--- src/design/sge_pkg.sv ---
// Shared types, constants and helpers for the signed Golomb encoder.
// Used by the front, queue, back and top-level modules; depends on nothing.
package sge_pkg;

   // Default build parameters.
   localparam int DEF_VALUE_WIDTH  = 16;
   localparam int DEF_MAX_QUOTIENT = 256;

   // Divisor register width and its reset value.
   localparam int DIV_W = 16;
   localparam logic [DIV_W-1:0] DIV_RESET = DIV_W'(1);

   // Remainder bit count ranges 0..DIV_W.
   localparam int RBITS_W = $clog2(DIV_W + 1);

   // Quotient field wide enough for any MAX_QUOTIENT up to 511.
   localparam int QUO_W = 9;

   // Bit positions in a codeword: body plus sign plus padding stays below 1024.
   localparam int POS_W = 10;

   // Byte index inside one codeword.
   localparam int IDX_W = POS_W - 3;

   localparam int BYTE_W = 8;

   // Depth of the queue between front and back.
   localparam int QUEUE_DEPTH = 2;

   // One classified item handed from the front to the back.
   typedef struct packed {
      logic               neg;
      logic               ovf;
      logic [QUO_W-1:0]   quo;
      logic [DIV_W-1:0]   rem;
      logic [RBITS_W-1:0] rbits;
   } entry_type;

   // Number of remainder bits: smallest b with 2**b >= m, for m >= 1.
   function automatic logic [RBITS_W-1:0] rem_bits(input logic [DIV_W-1:0] m);
      logic [DIV_W-1:0]   mm1;
      logic [RBITS_W-1:0] b;
      mm1 = m - DIV_W'(1);
      b   = '0;
      for (int i = 0; i < DIV_W; i++) begin
         if (mm1[i]) begin
            b = RBITS_W'(i + 1);
         end
      end
      return b;
   endfunction

endpackage

--- src/design/signed_golomb_encoder.sv ---
// Signed Golomb encoder, top level: divisor register, front, queue and back.
// Depends on sge_pkg, sge_front, sge_queue and sge_back.
//
// Usage:
//   req_valid/req_ready/req_sample take one signed sample per item.
//   rsp_valid/rsp_ready carry the codeword bytes, MSB first, with rsp_last on
//   the final byte and rsp_overflow on the single zero byte that replaces a
//   codeword whose quotient exceeds MAX_QUOTIENT.
//   csr_valid/csr_ready/csr_divisor write the Golomb parameter (0 acts as 1);
//   csr_ready is always high. Write it only while no item is in flight.
// Timing:
//   The front runs a restoring divider, one quotient bit per cycle; per item
//   it loads, takes VALUE_WIDTH steps and hands off before a new sample.
//   The back emits one byte per cycle while the receiver is ready,
//   ceil((q + 1 + b) / 8) + 1 bytes per codeword (one for an overflow), and
//   picks up a new item only after the last byte of the one before. A
//   two-entry queue lets both sides run at once; sustained rate is the slower
//   of the two.
// Reset clears the divisor to 1 and empties the queue and output stage.
// When the receiver stalls, the output byte holds, the back stops, the queue
// fills and then req_ready drops.
module signed_golomb_encoder
   import sge_pkg::*;
#(
   parameter int VALUE_WIDTH  = DEF_VALUE_WIDTH,
   parameter int MAX_QUOTIENT = DEF_MAX_QUOTIENT
) (
   input  logic                   clock,
   input  logic                   reset,
   input  logic                   req_valid,
   output logic                   req_ready,
   input  logic [VALUE_WIDTH-1:0] req_sample,
   output logic                   rsp_valid,
   input  logic                   rsp_ready,
   output logic [BYTE_W-1:0]      rsp_code_byte,
   output logic                   rsp_last,
   output logic                   rsp_overflow,
   input  logic                   csr_valid,
   output logic                   csr_ready,
   input  logic [DIV_W-1:0]       csr_divisor
);

   logic [DIV_W-1:0] divisor_ff, divisor_in;
   logic             push, pop, full, empty;
   entry_type        push_entry, pop_entry;

   // Divisor register.
   assign csr_ready  = 1'b1;
   assign divisor_in = (csr_valid && csr_ready) ? csr_divisor : divisor_ff;

   always_ff @(posedge clock) begin
      if (reset) begin
         divisor_ff <= DIV_RESET;
      end else begin
         divisor_ff <= divisor_in;
      end
   end

   sge_front #(
      .VALUE_WIDTH  (VALUE_WIDTH),
      .MAX_QUOTIENT (MAX_QUOTIENT)
   ) u_front (
      .clock      (clock),
      .reset      (reset),
      .req_valid  (req_valid),
      .req_ready  (req_ready),
      .req_sample (req_sample),
      .divisor    (divisor_ff),
      .push       (push),
      .push_entry (push_entry),
      .full       (full)
   );

   sge_queue u_queue (
      .clock      (clock),
      .reset      (reset),
      .push       (push),
      .push_entry (push_entry),
      .full       (full),
      .pop        (pop),
      .pop_entry  (pop_entry),
      .empty      (empty)
   );

   sge_back u_back (
      .clock         (clock),
      .reset         (reset),
      .pop           (pop),
      .pop_entry     (pop_entry),
      .empty         (empty),
      .rsp_valid     (rsp_valid),
      .rsp_ready     (rsp_ready),
      .rsp_code_byte (rsp_code_byte),
      .rsp_last      (rsp_last),
      .rsp_overflow  (rsp_overflow)
   );

endmodule

--- src/design/sge_queue.sv ---
// Small FIFO of classified items between the front and the back.
// Depends on sge_pkg for the entry type and depth.
module sge_queue
   import sge_pkg::*;
(
   input  logic      clock,
   input  logic      reset,
   input  logic      push,
   input  entry_type push_entry,
   output logic      full,
   input  logic      pop,
   output entry_type pop_entry,
   output logic      empty
);

   localparam int PTR_W = $clog2(QUEUE_DEPTH);
   localparam int CNT_W = $clog2(QUEUE_DEPTH + 1);

   entry_type        mem [QUEUE_DEPTH];
   logic [PTR_W-1:0] wr_ptr_ff, wr_ptr_in;
   logic [PTR_W-1:0] rd_ptr_ff, rd_ptr_in;
   logic [CNT_W-1:0] count_ff, count_in;
   logic             do_push, do_pop;

   assign full      = (count_ff == CNT_W'(QUEUE_DEPTH));
   assign empty     = (count_ff == '0);
   assign do_push   = push && !full;
   assign do_pop    = pop && !empty;
   assign pop_entry = mem[rd_ptr_ff];

   // Pointer and fill-count update with wrap at the queue depth.
   always_comb begin
      wr_ptr_in = wr_ptr_ff;
      rd_ptr_in = rd_ptr_ff;
      count_in  = count_ff;
      if (do_push) begin
         wr_ptr_in = (wr_ptr_ff == PTR_W'(QUEUE_DEPTH - 1)) ? '0 : wr_ptr_ff + PTR_W'(1);
      end
      if (do_pop) begin
         rd_ptr_in = (rd_ptr_ff == PTR_W'(QUEUE_DEPTH - 1)) ? '0 : rd_ptr_ff + PTR_W'(1);
      end
      if (do_push && !do_pop) begin
         count_in = count_ff + CNT_W'(1);
      end else if (do_pop && !do_push) begin
         count_in = count_ff - CNT_W'(1);
      end
   end

   always_ff @(posedge clock) begin
      if (reset) begin
         wr_ptr_ff <= '0;
         rd_ptr_ff <= '0;
         count_ff  <= '0;
      end else begin
         wr_ptr_ff <= wr_ptr_in;
         rd_ptr_ff <= rd_ptr_in;
         count_ff  <= count_in;
      end
   end

   // Entry storage.
   always_ff @(posedge clock) begin
      if (do_push) begin
         mem[wr_ptr_ff] <= push_entry;
      end
   end

endmodule

--- src/design/sge_front.sv ---
// Front end: accepts a sample, forms its magnitude and divides it by the
// Golomb parameter one quotient bit per cycle. Depends on sge_pkg.
module sge_front
   import sge_pkg::*;
#(
   parameter int VALUE_WIDTH  = DEF_VALUE_WIDTH,
   parameter int MAX_QUOTIENT = DEF_MAX_QUOTIENT
) (
   input  logic                   clock,
   input  logic                   reset,
   input  logic                   req_valid,
   output logic                   req_ready,
   input  logic [VALUE_WIDTH-1:0] req_sample,
   input  logic [DIV_W-1:0]       divisor,
   output logic                   push,
   output entry_type              push_entry,
   input  logic                   full
);

   localparam int CNT_W = $clog2(VALUE_WIDTH + 1);

   typedef enum logic [1:0] {
      F_IDLE,
      F_DIV,
      F_PUSH
   } state_type;

   state_type          state_ff, state_in;
   logic [CNT_W-1:0]   cnt_ff, cnt_in;
   logic [VALUE_WIDTH-1:0] dvd_ff, dvd_in;
   logic [DIV_W-1:0]   rem_ff, rem_in;
   logic [DIV_W-1:0]   m_ff, m_in;
   logic [RBITS_W-1:0] rbits_ff, rbits_in;
   logic               neg_ff, neg_in;

   logic [DIV_W-1:0]   m_eff;
   logic [DIV_W:0]     trial;
   logic               fits;
   logic               ovf;

   // A zero divisor behaves as one.
   assign m_eff = (divisor == '0) ? DIV_RESET : divisor;

   // One restoring-division step.
   assign trial = {rem_ff, dvd_ff[VALUE_WIDTH-1]};
   assign fits  = (trial >= {1'b0, m_ff});

   assign ovf = (32'(dvd_ff) > 32'(MAX_QUOTIENT));

   assign req_ready = (state_ff == F_IDLE);
   assign push      = (state_ff == F_PUSH);

   always_comb begin
      push_entry       = '0;
      push_entry.neg   = neg_ff;
      push_entry.ovf   = ovf;
      push_entry.quo   = QUO_W'(dvd_ff);
      push_entry.rem   = rem_ff;
      push_entry.rbits = rbits_ff;
   end

   // Sequencer: load, iterate the divider, then hand the item to the queue.
   always_comb begin
      state_in = state_ff;
      cnt_in   = cnt_ff;
      dvd_in   = dvd_ff;
      rem_in   = rem_ff;
      m_in     = m_ff;
      rbits_in = rbits_ff;
      neg_in   = neg_ff;
      unique case (state_ff)
         F_IDLE: begin
            if (req_valid) begin
               neg_in   = req_sample[VALUE_WIDTH-1];
               dvd_in   = req_sample[VALUE_WIDTH-1] ? (~req_sample + VALUE_WIDTH'(1))
                                                    : req_sample;
               rem_in   = '0;
               m_in     = m_eff;
               rbits_in = rem_bits(m_eff);
               cnt_in   = CNT_W'(VALUE_WIDTH);
               state_in = F_DIV;
            end
         end
         F_DIV: begin
            rem_in = fits ? DIV_W'(trial - {1'b0, m_ff}) : DIV_W'(trial);
            dvd_in = {dvd_ff[VALUE_WIDTH-2:0], fits};
            cnt_in = cnt_ff - CNT_W'(1);
            if (cnt_ff == CNT_W'(1)) begin
               state_in = F_PUSH;
            end
         end
         F_PUSH: begin
            if (!full) begin
               state_in = F_IDLE;
            end
         end
         default: begin
            state_in = F_IDLE;
         end
      endcase
   end

   always_ff @(posedge clock) begin
      if (reset) begin
         state_ff <= F_IDLE;
         cnt_ff   <= '0;
      end else begin
         state_ff <= state_in;
         cnt_ff   <= cnt_in;
      end
      dvd_ff   <= dvd_in;
      rem_ff   <= rem_in;
      m_ff     <= m_in;
      rbits_ff <= rbits_in;
      neg_ff   <= neg_in;
   end

endmodule

--- src/design/sge_back.sv ---
// Back end: takes classified items from the queue and emits each codeword
// one byte per cycle while the receiver keeps up, through a registered output stage. Depends on sge_pkg.
module sge_back
   import sge_pkg::*;
(
   input  logic              clock,
   input  logic              reset,
   output logic              pop,
   input  entry_type         pop_entry,
   input  logic              empty,
   output logic              rsp_valid,
   input  logic              rsp_ready,
   output logic [BYTE_W-1:0] rsp_code_byte,
   output logic              rsp_last,
   output logic              rsp_overflow
);

   logic              active_ff, active_in;
   entry_type         entry_ff, entry_in;
   logic [POS_W-1:0]  body_ff, body_in;
   logic [IDX_W-1:0]  last_idx_ff, last_idx_in;
   logic [IDX_W-1:0]  idx_ff, idx_in;
   logic              rsp_valid_ff, rsp_valid_in;
   logic [BYTE_W-1:0] byte_ff, byte_in;
   logic              last_ff, last_in;
   logic              ovf_ff, ovf_in;

   logic              emit;
   logic              is_last;
   logic [BYTE_W-1:0] cur_byte;
   logic [POS_W-1:0]  quo_ext;
   logic [POS_W-1:0]  body_new;

   assign pop      = !active_ff && !empty;
   assign emit     = active_ff && (!rsp_valid_ff || rsp_ready);
   assign is_last  = entry_ff.ovf || (idx_ff == last_idx_ff);
   assign quo_ext  = POS_W'(entry_ff.quo);
   assign body_new = POS_W'(pop_entry.quo) + POS_W'(1) + POS_W'(pop_entry.rbits);

   // Bits of the current byte: sign, unary run, terminator, remainder, padding.
   always_comb begin
      logic [POS_W-1:0] p;
      logic [POS_W-1:0] diff;
      cur_byte = '0;
      for (int k = 0; k < BYTE_W; k++) begin
         p    = {idx_ff, 3'(k)};
         diff = body_ff - p;
         if (p == '0) begin
            cur_byte[BYTE_W-1-k] = entry_ff.neg;
         end else if (p <= quo_ext) begin
            cur_byte[BYTE_W-1-k] = 1'b1;
         end else if (p > quo_ext + POS_W'(1) && p <= body_ff) begin
            cur_byte[BYTE_W-1-k] = entry_ff.rem[diff[RBITS_W-2:0]];
         end
      end
      if (entry_ff.ovf) begin
         cur_byte = '0;
      end
   end

   // Item load, byte stepping and output register.
   always_comb begin
      active_in    = active_ff;
      entry_in     = entry_ff;
      body_in      = body_ff;
      last_idx_in  = last_idx_ff;
      idx_in       = idx_ff;
      rsp_valid_in = rsp_valid_ff;
      byte_in      = byte_ff;
      last_in      = last_ff;
      ovf_in       = ovf_ff;
      if (rsp_ready) begin
         rsp_valid_in = 1'b0;
      end
      if (pop) begin
         active_in   = 1'b1;
         entry_in    = pop_entry;
         body_in     = body_new;
         last_idx_in = IDX_W'((body_new + POS_W'(7)) >> 3);
         idx_in      = '0;
      end
      if (emit) begin
         rsp_valid_in = 1'b1;
         byte_in      = cur_byte;
         last_in      = is_last;
         ovf_in       = entry_ff.ovf;
         idx_in       = idx_ff + IDX_W'(1);
         if (is_last) begin
            active_in = 1'b0;
         end
      end
   end

   always_ff @(posedge clock) begin
      if (reset) begin
         active_ff    <= 1'b0;
         rsp_valid_ff <= 1'b0;
      end else begin
         active_ff    <= active_in;
         rsp_valid_ff <= rsp_valid_in;
      end
      entry_ff    <= entry_in;
      body_ff     <= body_in;
      last_idx_ff <= last_idx_in;
      idx_ff      <= idx_in;
      byte_ff     <= byte_in;
      last_ff     <= last_in;
      ovf_ff      <= ovf_in;
   end

   assign rsp_valid     = rsp_valid_ff;
   assign rsp_code_byte = byte_ff;
   assign rsp_last      = last_ff;
   assign rsp_overflow  = ovf_ff;

endmodule
--- config.mk ---
export PLATFORM = sky130hd
export DESIGN_NAME = signed_golomb_encoder
export DESIGN_NICKNAME = d
export VERILOG_FILES = /design/src/design/sge_pkg.sv /design/src/design/signed_golomb_encoder.sv /design/src/design/sge_queue.sv /design/src/design/sge_front.sv /design/src/design/sge_back.sv
export SDC_FILE = /design/constraint.sdc
export NUM_CORES = 1
export LEC_CHECK = 0
export ABC_AREA = 1
export BUFFER_PORTS_ARGS = -buffer_cell sky130_fd_sc_hd__buf_2
export CORE_MARGIN = 5
export CORE_UTILIZATION = 55
export DETAILED_ROUTE_END_ITERATION = 6
export PLACE_DENSITY = 0.79
export SLEW_MARGIN = 0
export SYNTH_ARGS = -nofsm -noshare
export SYNTH_HDL_FRONTEND = slang
export SYNTH_SLANG_ARGS = --single-unit
--- constraint.sdc ---
create_clock -name clock -period 8.8 [get_ports clock]
set_clock_uncertainty 0.2 [all_clocks]
set_input_delay 0.44 -clock clock [delete_from_list [all_inputs] [get_ports clock]]
set_output_delay 0.44 -clock clock [all_outputs]
set_load 0.01 [all_outputs]
==> results of run 1 <==
-- layer usage --
layer	routed length, microns	part of all wire (%)
met2	11000	49
met1	9620	43
met4	711	3.2
met5	0	0
met3	978	4.4
-- power by group through the flow --
stage / clock [mW] / combinational, mW / sequential [mW]
detailed placement: 0 / 1.82 / 1.62
floorplan: 0 / 1.43 / 1.55
CTS: 1.00 / 1.84 / 1.60
finish: 0.987 / 1.85 / 1.60
global route: 1.05 / 2.11 / 1.63
global placement: 0 / 1.77 / 1.61
-- cell usage in the layout, fill, tap and decap left out, types with 30 or more instances in the layout --
cell type  instances
ha_1              67
o21ai_0          127
edfxtp_1         179
inv_1            158
buf_2             48
dfxtp_1           30
nand2_1          175
nor2_1           113
xor2_1            41
a21oi_1           76
-- cells by family (layout without fill, tap and decap cells) --
logic type               after synthesis  after routing  synth area share, %
AO/OA/AOI/OAI                        254            254                 12.1
XOR/XNOR                              63             63                 4.77
adder cells (fa/ha/maj)               70             70                 7.77
buffers and inverters                204            274                 6.80
flip-flops                           209            209                 51.7
multiplexers                          31             31                 2.97
other                                  1              1               0.0324
AND/OR/NAND/NOR                      377            377                 13.8
-- flip-flops by register name, indices dropped and copies added (netlist names), 7 cells and up, named ones only --
signal,flops
u_back.rsp_code_byte,8
u_front.dvd_ff,16
u_back.body_ff,10
u_front.rem_ff,16
u_back.entry_ff,27
u_front.m_ff,16
u_queue.mem,64
u_back.last_idx_ff,7
divisor_ff,16
u_back.idx_ff,7
-- layout make-up --
class,count,area (sq um)
clock buffers,24,579
clock inverters,18,211
fillers,1655,7910
inverters,162,608
multi-input cells,796,4810
flip-flops and latches,209,5980
well taps,275,344
repair buffers,70,445
-- per-stage QoR --
step           power, mW  cells  hold WS [ns]
6_report            4.44   1554        0.0310
5_1_grt             4.79   1554        0.0373
4_1_cts             4.44   1554       0.00723
3_5_place_dp        3.44   1496         0.234
3_3_place_gp        3.38   1496         0.229
2_1_floorplan       2.98   1209         0.221
-- critical path, cell delays in order, from the launching register on --
cell      delay (ns)
edfxtp_1        0.45
inv_1           0.13
nor3_1          0.39
nand3_1         0.18
nor3_1          0.26
nand3_1         0.14
ha_1            0.32
nand2_1         0.07
inv_1           0.05
nand3_1         0.08
inv_1           0.06
nand3_1         0.10
inv_1           0.12
nand2_1         0.09
nor3_1          0.34
a31oi_1         0.14
a31oi_1         0.16
nor2_1          0.06
-- worst paths after layout --
check                                          end  slack (ns)  cells past startpoint
max          u_back.rsp_code_byte[2]$_SDFFCE_PP0P_        5.17                     17
min                  u_back.rsp_valid$_SDFFE_PP0P_        0.03                      4
max reg2reg  u_back.rsp_code_byte[2]$_SDFFCE_PP0P_        5.17                     17
min reg2reg            u_queue.mem[1][3]$_DFFE_PP_        0.24                      0
-- timing repair --
action | in CTS | in global routing
resized for setup | 0 | 0
hold buffers | 16 | 0
hold endpoints to repair | 16 | 0
==> flow_summary.ini, run 1 <==
[worst_setup_path]
crit_type = register to register
required_ns = 8.84
r2r_start = u_back.entry_ff[22]$_DFFE_PP_
critPathMaxFanout = 6
cp.arrival_ns = 3.67
cp-startpoint = u_back.entry_ff[22]$_DFFE_PP_
critical_path.startpoint_type = register
endpoint_kind = register

[floorplan]
ios = 50
die-area_sq_mm = 0.0240
die_w_microns = 155
initial_core_util_pct = 55.3
coreArea_sq_mm = 0.0209
fp.dieH_microns = 155
rows = 53

[grt]
grt_pass1_vias = 8053
grt_overflow_total = 0
grt_usage_pct = 18.5
use_met3_pct = 2.67
grt.met1_usage_pct = 23.8
grt_pass1_wl_microns = 37200
grt_busiest_layer = met2
antenna_found_initial = 0
grt_max_degree = 49
grt_util_met2_pct = 32.2

[sta]
finalHoldViolCount = 0
rsz0062_at_grt = false
report.final.slew_viol_count = 0
worst_pin_slew_ns = 0.879
fin_ws_ns = 5.17
max-slew-margin-rel_pct = 41.4
period_minus_slack_ns = 3.63
fmax_mhz = 275
fin_crit_sh_pct = 41.3
tns_ns = 0
finalSetupViolCount = 0

[yosys]
synthCells = 1209
synth_enable_flop_cells = 179
synth-seq-area-share_pct = 51.7
yosysTopAreaCellShare_pct = 46.5
ys_types = 56
ys_top_cells_by_count = edfxtp_1 (179), nand2_1 (175), inv_1 (158)
syn_area_sq_mm = 0.0116
ys_async_sr_fraction_pct = 0
synth.most_common_cell = edfxtp_1
synth_top_cell_by_area = edfxtp_1
syn_area_per_cell_sq_um = 9.56
yosysWarnings = 0
synthTopCellsByArea = edfxtp_1 (47%), ha_1 (7.3%), nand2_1 (5.7%), o21ai_0 (5.5%), dfxtp_1 (5.2%)
synth-main-ff-cell = edfxtp_1
ys_ff_latch = 209
synth_nets = 1316

[route]
viasPerCell = 5.41
ant_nets = 0
postRouteWirelength_microns = 22300
vias = 8413
dr.pass1.iters = 5
route.detailed.wl_per_inst_microns = 14.4
route.detailed.drc = 0
drt-initial-drc-count = 466

[placed_design]
place.gp.congestion = 0.969
placed_area_sq_mm = 0.0120
port_buffers = 48
pre_cts_ws_ns = 5.28
dp.final_hpwl_microns = 16400

[pwr]
p_switching_mw = 1.76
power.internal_mw = 2.68
seqPwrFrac_pct = 36.1
pwr-share-clk_pct = 22.2
swShare_pct = 39.6
cellPowerDensity_mw_per_mm2 = 342
p_comb_share_pct = 41.7
p_leak_nw = 5.29
worst_ir_drop_vdd_v = 0.000177

[outcome]
outcome = finished, final reports clean

[clock_network]
clock-sinks = 209
cts_root_buffer = clkbuf_16
numCtsBuffers = 23
cts_tree = yes
htreeDepth = 1
clkLatencyLatePin_ns = 0.52
cts_buffer_depth = 3
cts_setup_buffers = 0
clk_pin_slew_ns = 0.06

[cells_and_area]
num-nets-final = 1369
final_core_util_pct = 62.1
syn_to_final_growth_pct = 12.3
antennaDiodeCount = 0
drive_above_1_share_pct = 10.9
final_cell_area_sq_mm = 0.0130

[worst_hold_path]
hold_path_startpoint = rsp_ready
hp-class = primary input to register

[flow_run]
drv_cap = 0
(Power assumes the default switching activity.)
==> run 2, diff against run 1 <==
PLACE_DENSITY = 0.82   (was 0.79)
clock period = 3.1 ns   (was 8.8 ns; I/O delays follow)
==> run 2 against run 1 <==
Cell count grew 4.1%. Register-to-register slack got worse by 5.1 ns. Setup slack lost 5.1 ns. Critical path type unchanged. Largest power group unchanged. Highest routed layer unchanged.
==> flow_summary.ini, run 2 (synthesized netlist as in run 1, its figures left out) <==
[sta]
worst_pin_slew_ns = 0.607
report.final.slew_viol_count = 0
fmax_mhz = 325
rsz0062_at_grt = true
fin_crit_sh_pct = 99.3
fin_ws_ns = 0.0211
finalHoldViolCount = 0
max-slew-margin-rel_pct = 59.4
finalSetupViolCount = 0
period_minus_slack_ns = 3.08

[outcome]
outcome = finished, final reports clean

[worst_setup_path]
critical_path.startpoint_type = register
required_ns = 3.15
endpoint_kind = register
critPathMaxFanout = 5
crit_type = register to register
cp.arrival_ns = 3.13
reg2reg_slack_ns = 0.02

[clock_network]
clock-sinks = 209
clkLatencyLatePin_ns = 0.52
clk_pin_slew_ns = 0.06
cts_buffer_depth = 3
htreeDepth = 1
cts_root_buffer = clkbuf_16
numCtsBuffers = 23
cts_tree = yes

[placed_design]
place.gp.congestion = 0.943
pre_cts_ws_ns = -0.114
placed_area_sq_mm = 0.0122
dp.final_hpwl_microns = 17600
port_buffers = 48

[route]
route.detailed.wl_per_inst_microns = 16.8
viasPerCell = 5.57
route.detailed.drc = 0
ant_nets = 0
vias = 9020
drt-initial-drc-count = 714
postRouteWirelength_microns = 27100
dr.pass1.iters = 5

[pwr]
p_leak_nw = 5.61
p_comb_share_pct = 45.2
p_switching_mw = 5.33
seqPwrFrac_pct = 34.1
cellPowerDensity_mw_per_mm2 = 965
pwr-share-clk_pct = 20.8
power.internal_mw = 7.85
swShare_pct = 40.4
worst_ir_drop_vdd_v = 0.000584

[grt]
use_met3_pct = 3.67
grt_util_met2_pct = 40.0
grt_busiest_layer = met2
grt_max_degree = 48
grt_pass1_vias = 9002
grt_usage_pct = 22.2
grt.met1_usage_pct = 26.7
antenna_found_initial = 0
grt_overflow_total = 0
grt_pass1_wl_microns = 43600

[cells_and_area]
antennaDiodeCount = 0
final_common_cell = edfxtp_1
largest_reg_flops = 64
layout.cells.most_common_list = edfxtp_1 (179), nand2_1 (173), inv_1 (156)
drive_above_1_share_pct = 14.5
top_regs = u_queue.mem x64, u_back.entry_ff x27
num-nets-final = 1433
largest_register = u_queue.mem
nFillCells = 1481
syn_to_final_growth_pct = 18.3
final_cell_area_sq_mm = 0.0137

[floorplan]
die-area_sq_mm = 0.0240
die_w_microns = 155
fp.dieH_microns = 155
initial_core_util_pct = 55.3
rows = 53
coreArea_sq_mm = 0.0209
ios = 50

[worst_hold_path]
hp-class = primary input to register

[flow_run]
drv_cap = 0
[run 2: cell count changes in the layout (fill, tap and decap cells not counted), sizes merged, moves of 2 or more]
cell / previous run / this run
buf: 54 / 84
bufinv: 4 / 2
clkbuf: 24 / 32
clkinv: 11 / 9
dlygate4sd3: 16 / 49
inv: 164 / 162
[run 2: routing by layer]
metal | part of all wire (%) | vias to the layer above
li1 | - | 4373
met1 | 39 | 4213
met2 | 51 | 338
met3 | 5.5 | 96
met4 | 3.8 | 0
met5 | 0 | -
[run 2: layout make-up]
type	count	area, sq um	area share [%]
clock buffers	31	636	4.65
clock inverters	11	128	0.934
inverters	162	608	4.45
multi-input cells	796	4930	36.1
flip-flops and latches	209	5980	43.8
well taps	275	344	2.52
repair buffers	134	1040	7.60
[run 2: path summary, 6_finish.rpt]
check / startpoint / endpoint / depth (start not counted)
worst max-delay path: u_back.entry_ff[21]$_DFFE_PP_ / u_back.rsp_code_byte[5]$_SDFFCE_PP0P_ / 18
worst min-delay path: csr_valid / divisor_ff[4]$_SDFFE_PP0P_ / 3
worst max register to register: u_back.entry_ff[21]$_DFFE_PP_ / u_back.rsp_code_byte[5]$_SDFFCE_PP0P_ / 18
worst min register to register: u_front.rbits_ff[4]$_SDFFCE_PP1P_ / u_queue.mem[1][4]$_DFFE_PP_ / 0
[run 2: critical path, cell delays in order, from the launching register on]
cell	delay, ns
edfxtp_1	0.37
ha_2	0.20
nand2_2	0.07
nor2_4	0.12
nand3_2	0.11
nor3_2	0.21
xor2_1	0.10
ha_1	0.28
nand2_1	0.07
inv_1	0.07
nand3_2	0.08
inv_2	0.07
nand3_2	0.09
inv_2	0.11
nand2_4	0.07
nor2_4	0.18
inv_1	0.08
o211ai_1	0.21
a31oi_1	0.11
[run 2: timing repair]
action                                 4_1_cts  5_1_grt
endpoints found under the hold margin       41        0
cloned                                       0        1
hold buffers                                49        0
setup endpoints to repair                    7       27
setup buffers                                1        6
gates resized for setup                      6       29
pin swaps                                    0       14
[run 2: power by group through the flow]
stage / clock network [mW] / registers, mW / logic [mW]
finish: 2.74 / 4.49 / 5.96
global route: 2.89 / 4.56 / 6.68
CTS: 2.76 / 4.47 / 5.64
detailed placement: 0 / 4.52 / 5.49
global placement: 0 / 4.47 / 5.30
floorplan: 0 / 4.40 / 4.06
[run 2: metrics by stage]
stage	instances	TNS [ns]	hold slack (ns)	total power [mW]	utilization, %
6_report	1618	0	0.205	13.2	65.4
3_3_place_gp	1519	0	0.173	9.78	58.4
5_1_grt	1618	-0.533	0.237	14.1	65.4
3_5_place_dp	1519	-0.622	0.187	10.0	58.4
2_1_floorplan	1209	0	0.0539	8.46	-
4_1_cts	1611	0	0.129	12.9	64.6
==> run 3, diff against run 2 <==
BUFFER_PORTS_ARGS = -buffer_cell sky130_fd_sc_hd__buf_4   (was -buffer_cell sky130_fd_sc_hd__buf_2)
PLACE_DENSITY = 0.76   (was 0.82)
==> run 3 against run 2 <==
Power is 0.75% higher. Maximum frequency is 2.8% higher. Sequential power is 0.9% lower. Clock power is 3% higher. Critical path depth stayed put. Sequential share of layout area is 0.55 points lower.
==> flow_summary.ini, run 3 (synthesized netlist as in run 1, its figures left out) <==
[worst_setup_path]
path_cells = ha_2 > nand2_2 > nor2_4 > nand3_2 > nor3_2 > xor2_1 > ha_1 > nand2_2 > inv_2 > nand3_2 > inv_2 > nand3_2 > inv_2 > nand2_4 > nor2_4 > inv_1 > o2111ai_2 > a31oi_1
crit_type = register to register
reg2reg_slack_ns = 0.10
critical_path.startpoint_type = register
crit_slowest_cell = edfxtp_1
critPathMaxFanout = 5
cp.arrival_ns = 3.05
slowest_delay_ns = 0.38
required_ns = 3.15
endpoint_kind = register

[sta]
worst_pin_slew_ns = 0.616
finalHoldViolCount = 0
fin_crit_sh_pct = 96.6
max-slew-margin-rel_pct = 58.8
rsz0062_at_grt = true
period_minus_slack_ns = 3.00
finalSetupViolCount = 0
fmax_mhz = 334
report.final.slew_viol_count = 0

[pwr]
seqPwrFrac_pct = 33.5
p_switching_mw = 5.34
p_leak_nw = 5.65
worst_ir_drop_vdd_v = 0.000583
swShare_pct = 40.2
cellPowerDensity_mw_per_mm2 = 960
pwr-share-clk_pct = 21.1
finalPower_mw = 13.3
p_comb_share_pct = 45.4
power.internal_mw = 7.95

[clock_network]
clock-sinks = 209
htreeDepth = 1
clk_pin_slew_ns = 0.06
cts_root_buffer = clkbuf_16
clkLatencyLatePin_ns = 0.53
numCtsBuffers = 23
cts_tree = yes
cts_buffer_depth = 3

[outcome]
outcome = finished, final reports clean

[cells_and_area]
syn_to_final_growth_pct = 19.8
nFillCells = 1573
antennaDiodeCount = 0
final_core_util_pct = 66.3
largest_reg_flops = 64
num-nets-final = 1436
largest_register = u_queue.mem
drive_above_1_share_pct = 15.0
layout.cells.most_common_list = edfxtp_1 (179), nand2_1 (172), inv_1 (155)
top_regs = u_queue.mem x64, u_back.entry_ff x27
final_common_cell = edfxtp_1

[grt]
grt_overflow_total = 0
grt_pass1_wl_microns = 41300
grt_usage_pct = 20.8
grt_max_degree = 48
grt_pass1_vias = 8708
antenna_found_initial = 0

[worst_hold_path]
hp-class = primary input to register

[route]
ant_nets = 0
route.detailed.wl_per_inst_microns = 15.6
viasPerCell = 5.44
route.detailed.drc = 0
postRouteWirelength_microns = 25300
vias = 8814
dr.pass1.iters = 5
drt-initial-drc-count = 695

[placed_design]
place.gp.congestion = 0.937
port_buffers = 48
dp.final_hpwl_microns = 17200

[floorplan]
die_w_microns = 155
ios = 50
fp.dieH_microns = 155
coreArea_sq_mm = 0.0209
initial_core_util_pct = 55.3
die-area_sq_mm = 0.0240
rows = 53

[flow_run]
drv_cap = 0
## run 3: changes by cell type in the layout (fill, tap and decap cells not counted), sizes merged
cell	before	now
buf	84	86
inv	162	165
bufinv	2	3
clkbuf	32	25
clkinv	9	8
clkinvlp	0	3
dlygate4sd3	49	51
## run 3: final timing paths
kind                                 startpoint                                    end  depth (start not counted)
hold / removal                        csr_valid             divisor_ff[4]$_SDFFE_PP0P_                          3
setup reg to reg  u_back.entry_ff[22]$_DFFE_PP_  u_back.rsp_code_byte[4]$_SDFFCE_PP0P_                         18
hold reg to reg        u_front.neg_ff$_DFFE_PP_           u_queue.mem[1][31]$_DFFE_PP_                          0
setup / recovery  u_back.entry_ff[22]$_DFFE_PP_  u_back.rsp_code_byte[4]$_SDFFCE_PP0P_                         18
## run 3: metal layers
layer,GRT usage (%),part of all wire [%]
met3,3.50,5.2
met4,7.23,3.2
met5,0,0
met2,37.3,51
met1,25.5,41
## run 3: repair_timing
item / in CTS / in global routing
setup endpoints to repair: 3 / 15
hold buffers: 51 / 0
endpoints found under the hold margin: 41 / 0
pin swaps: 0 / 14
gates resized for setup: 4 / 32
setup buffers: 0 / 3
## run 3: power by group through the flow
| stage | registers (mW) | logic, mW | clock network (mW) |
|---|---|---|---|
| 6_report | 4.45 | 6.03 | 2.81 |
| 2_1_floorplan | 4.40 | 4.06 | 0 |
| 3_3_place_gp | 4.46 | 5.48 | 0 |
| 4_1_cts | 4.44 | 5.76 | 2.86 |
| 3_5_place_dp | 4.48 | 5.64 | 0 |
| 5_1_grt | 4.52 | 6.78 | 2.99 |
## run 3: stage by stage
step	hold WS (ns)	worst slack, ns	instance area (sq um)	TNS (ns)	std cells
final	0.109	0.105	13800	0	1621
after global routing	0.161	-0.0746	13800	-0.267	1621
after CTS	0.0546	0.00421	13700	0	1618
after detailed placement	0.174	-0.0494	12400	-0.0865	1525
after global placement	0.174	0.0524	12400	0	1525
after floorplan	0.0539	0.0286	11600	0	1209
## run 3: layout make-up
type	instances	area [sq um]	share of cell area, %
clock inverters	17	206	1.49
multi-input cells	796	4950	35.8
well taps	275	344	2.49
flip-flops and latches	209	5980	43.2
repair buffers	137	1170	8.44
inverters	162	608	4.39
clock buffers	25	583	4.21
## run 3: worst max-delay path: cells and delay by family, from the launching register on
kind | cells | cell delay [ns]
adder cells (fa/ha/maj) | 2 | 0.49
XOR/XNOR | 1 | 0.09
AND/OR/NAND/NOR | 9 | 0.96
AO/OA/AOI/OAI | 2 | 0.29
buffers and inverters | 4 | 0.32
flip-flops | 1 | 0.38
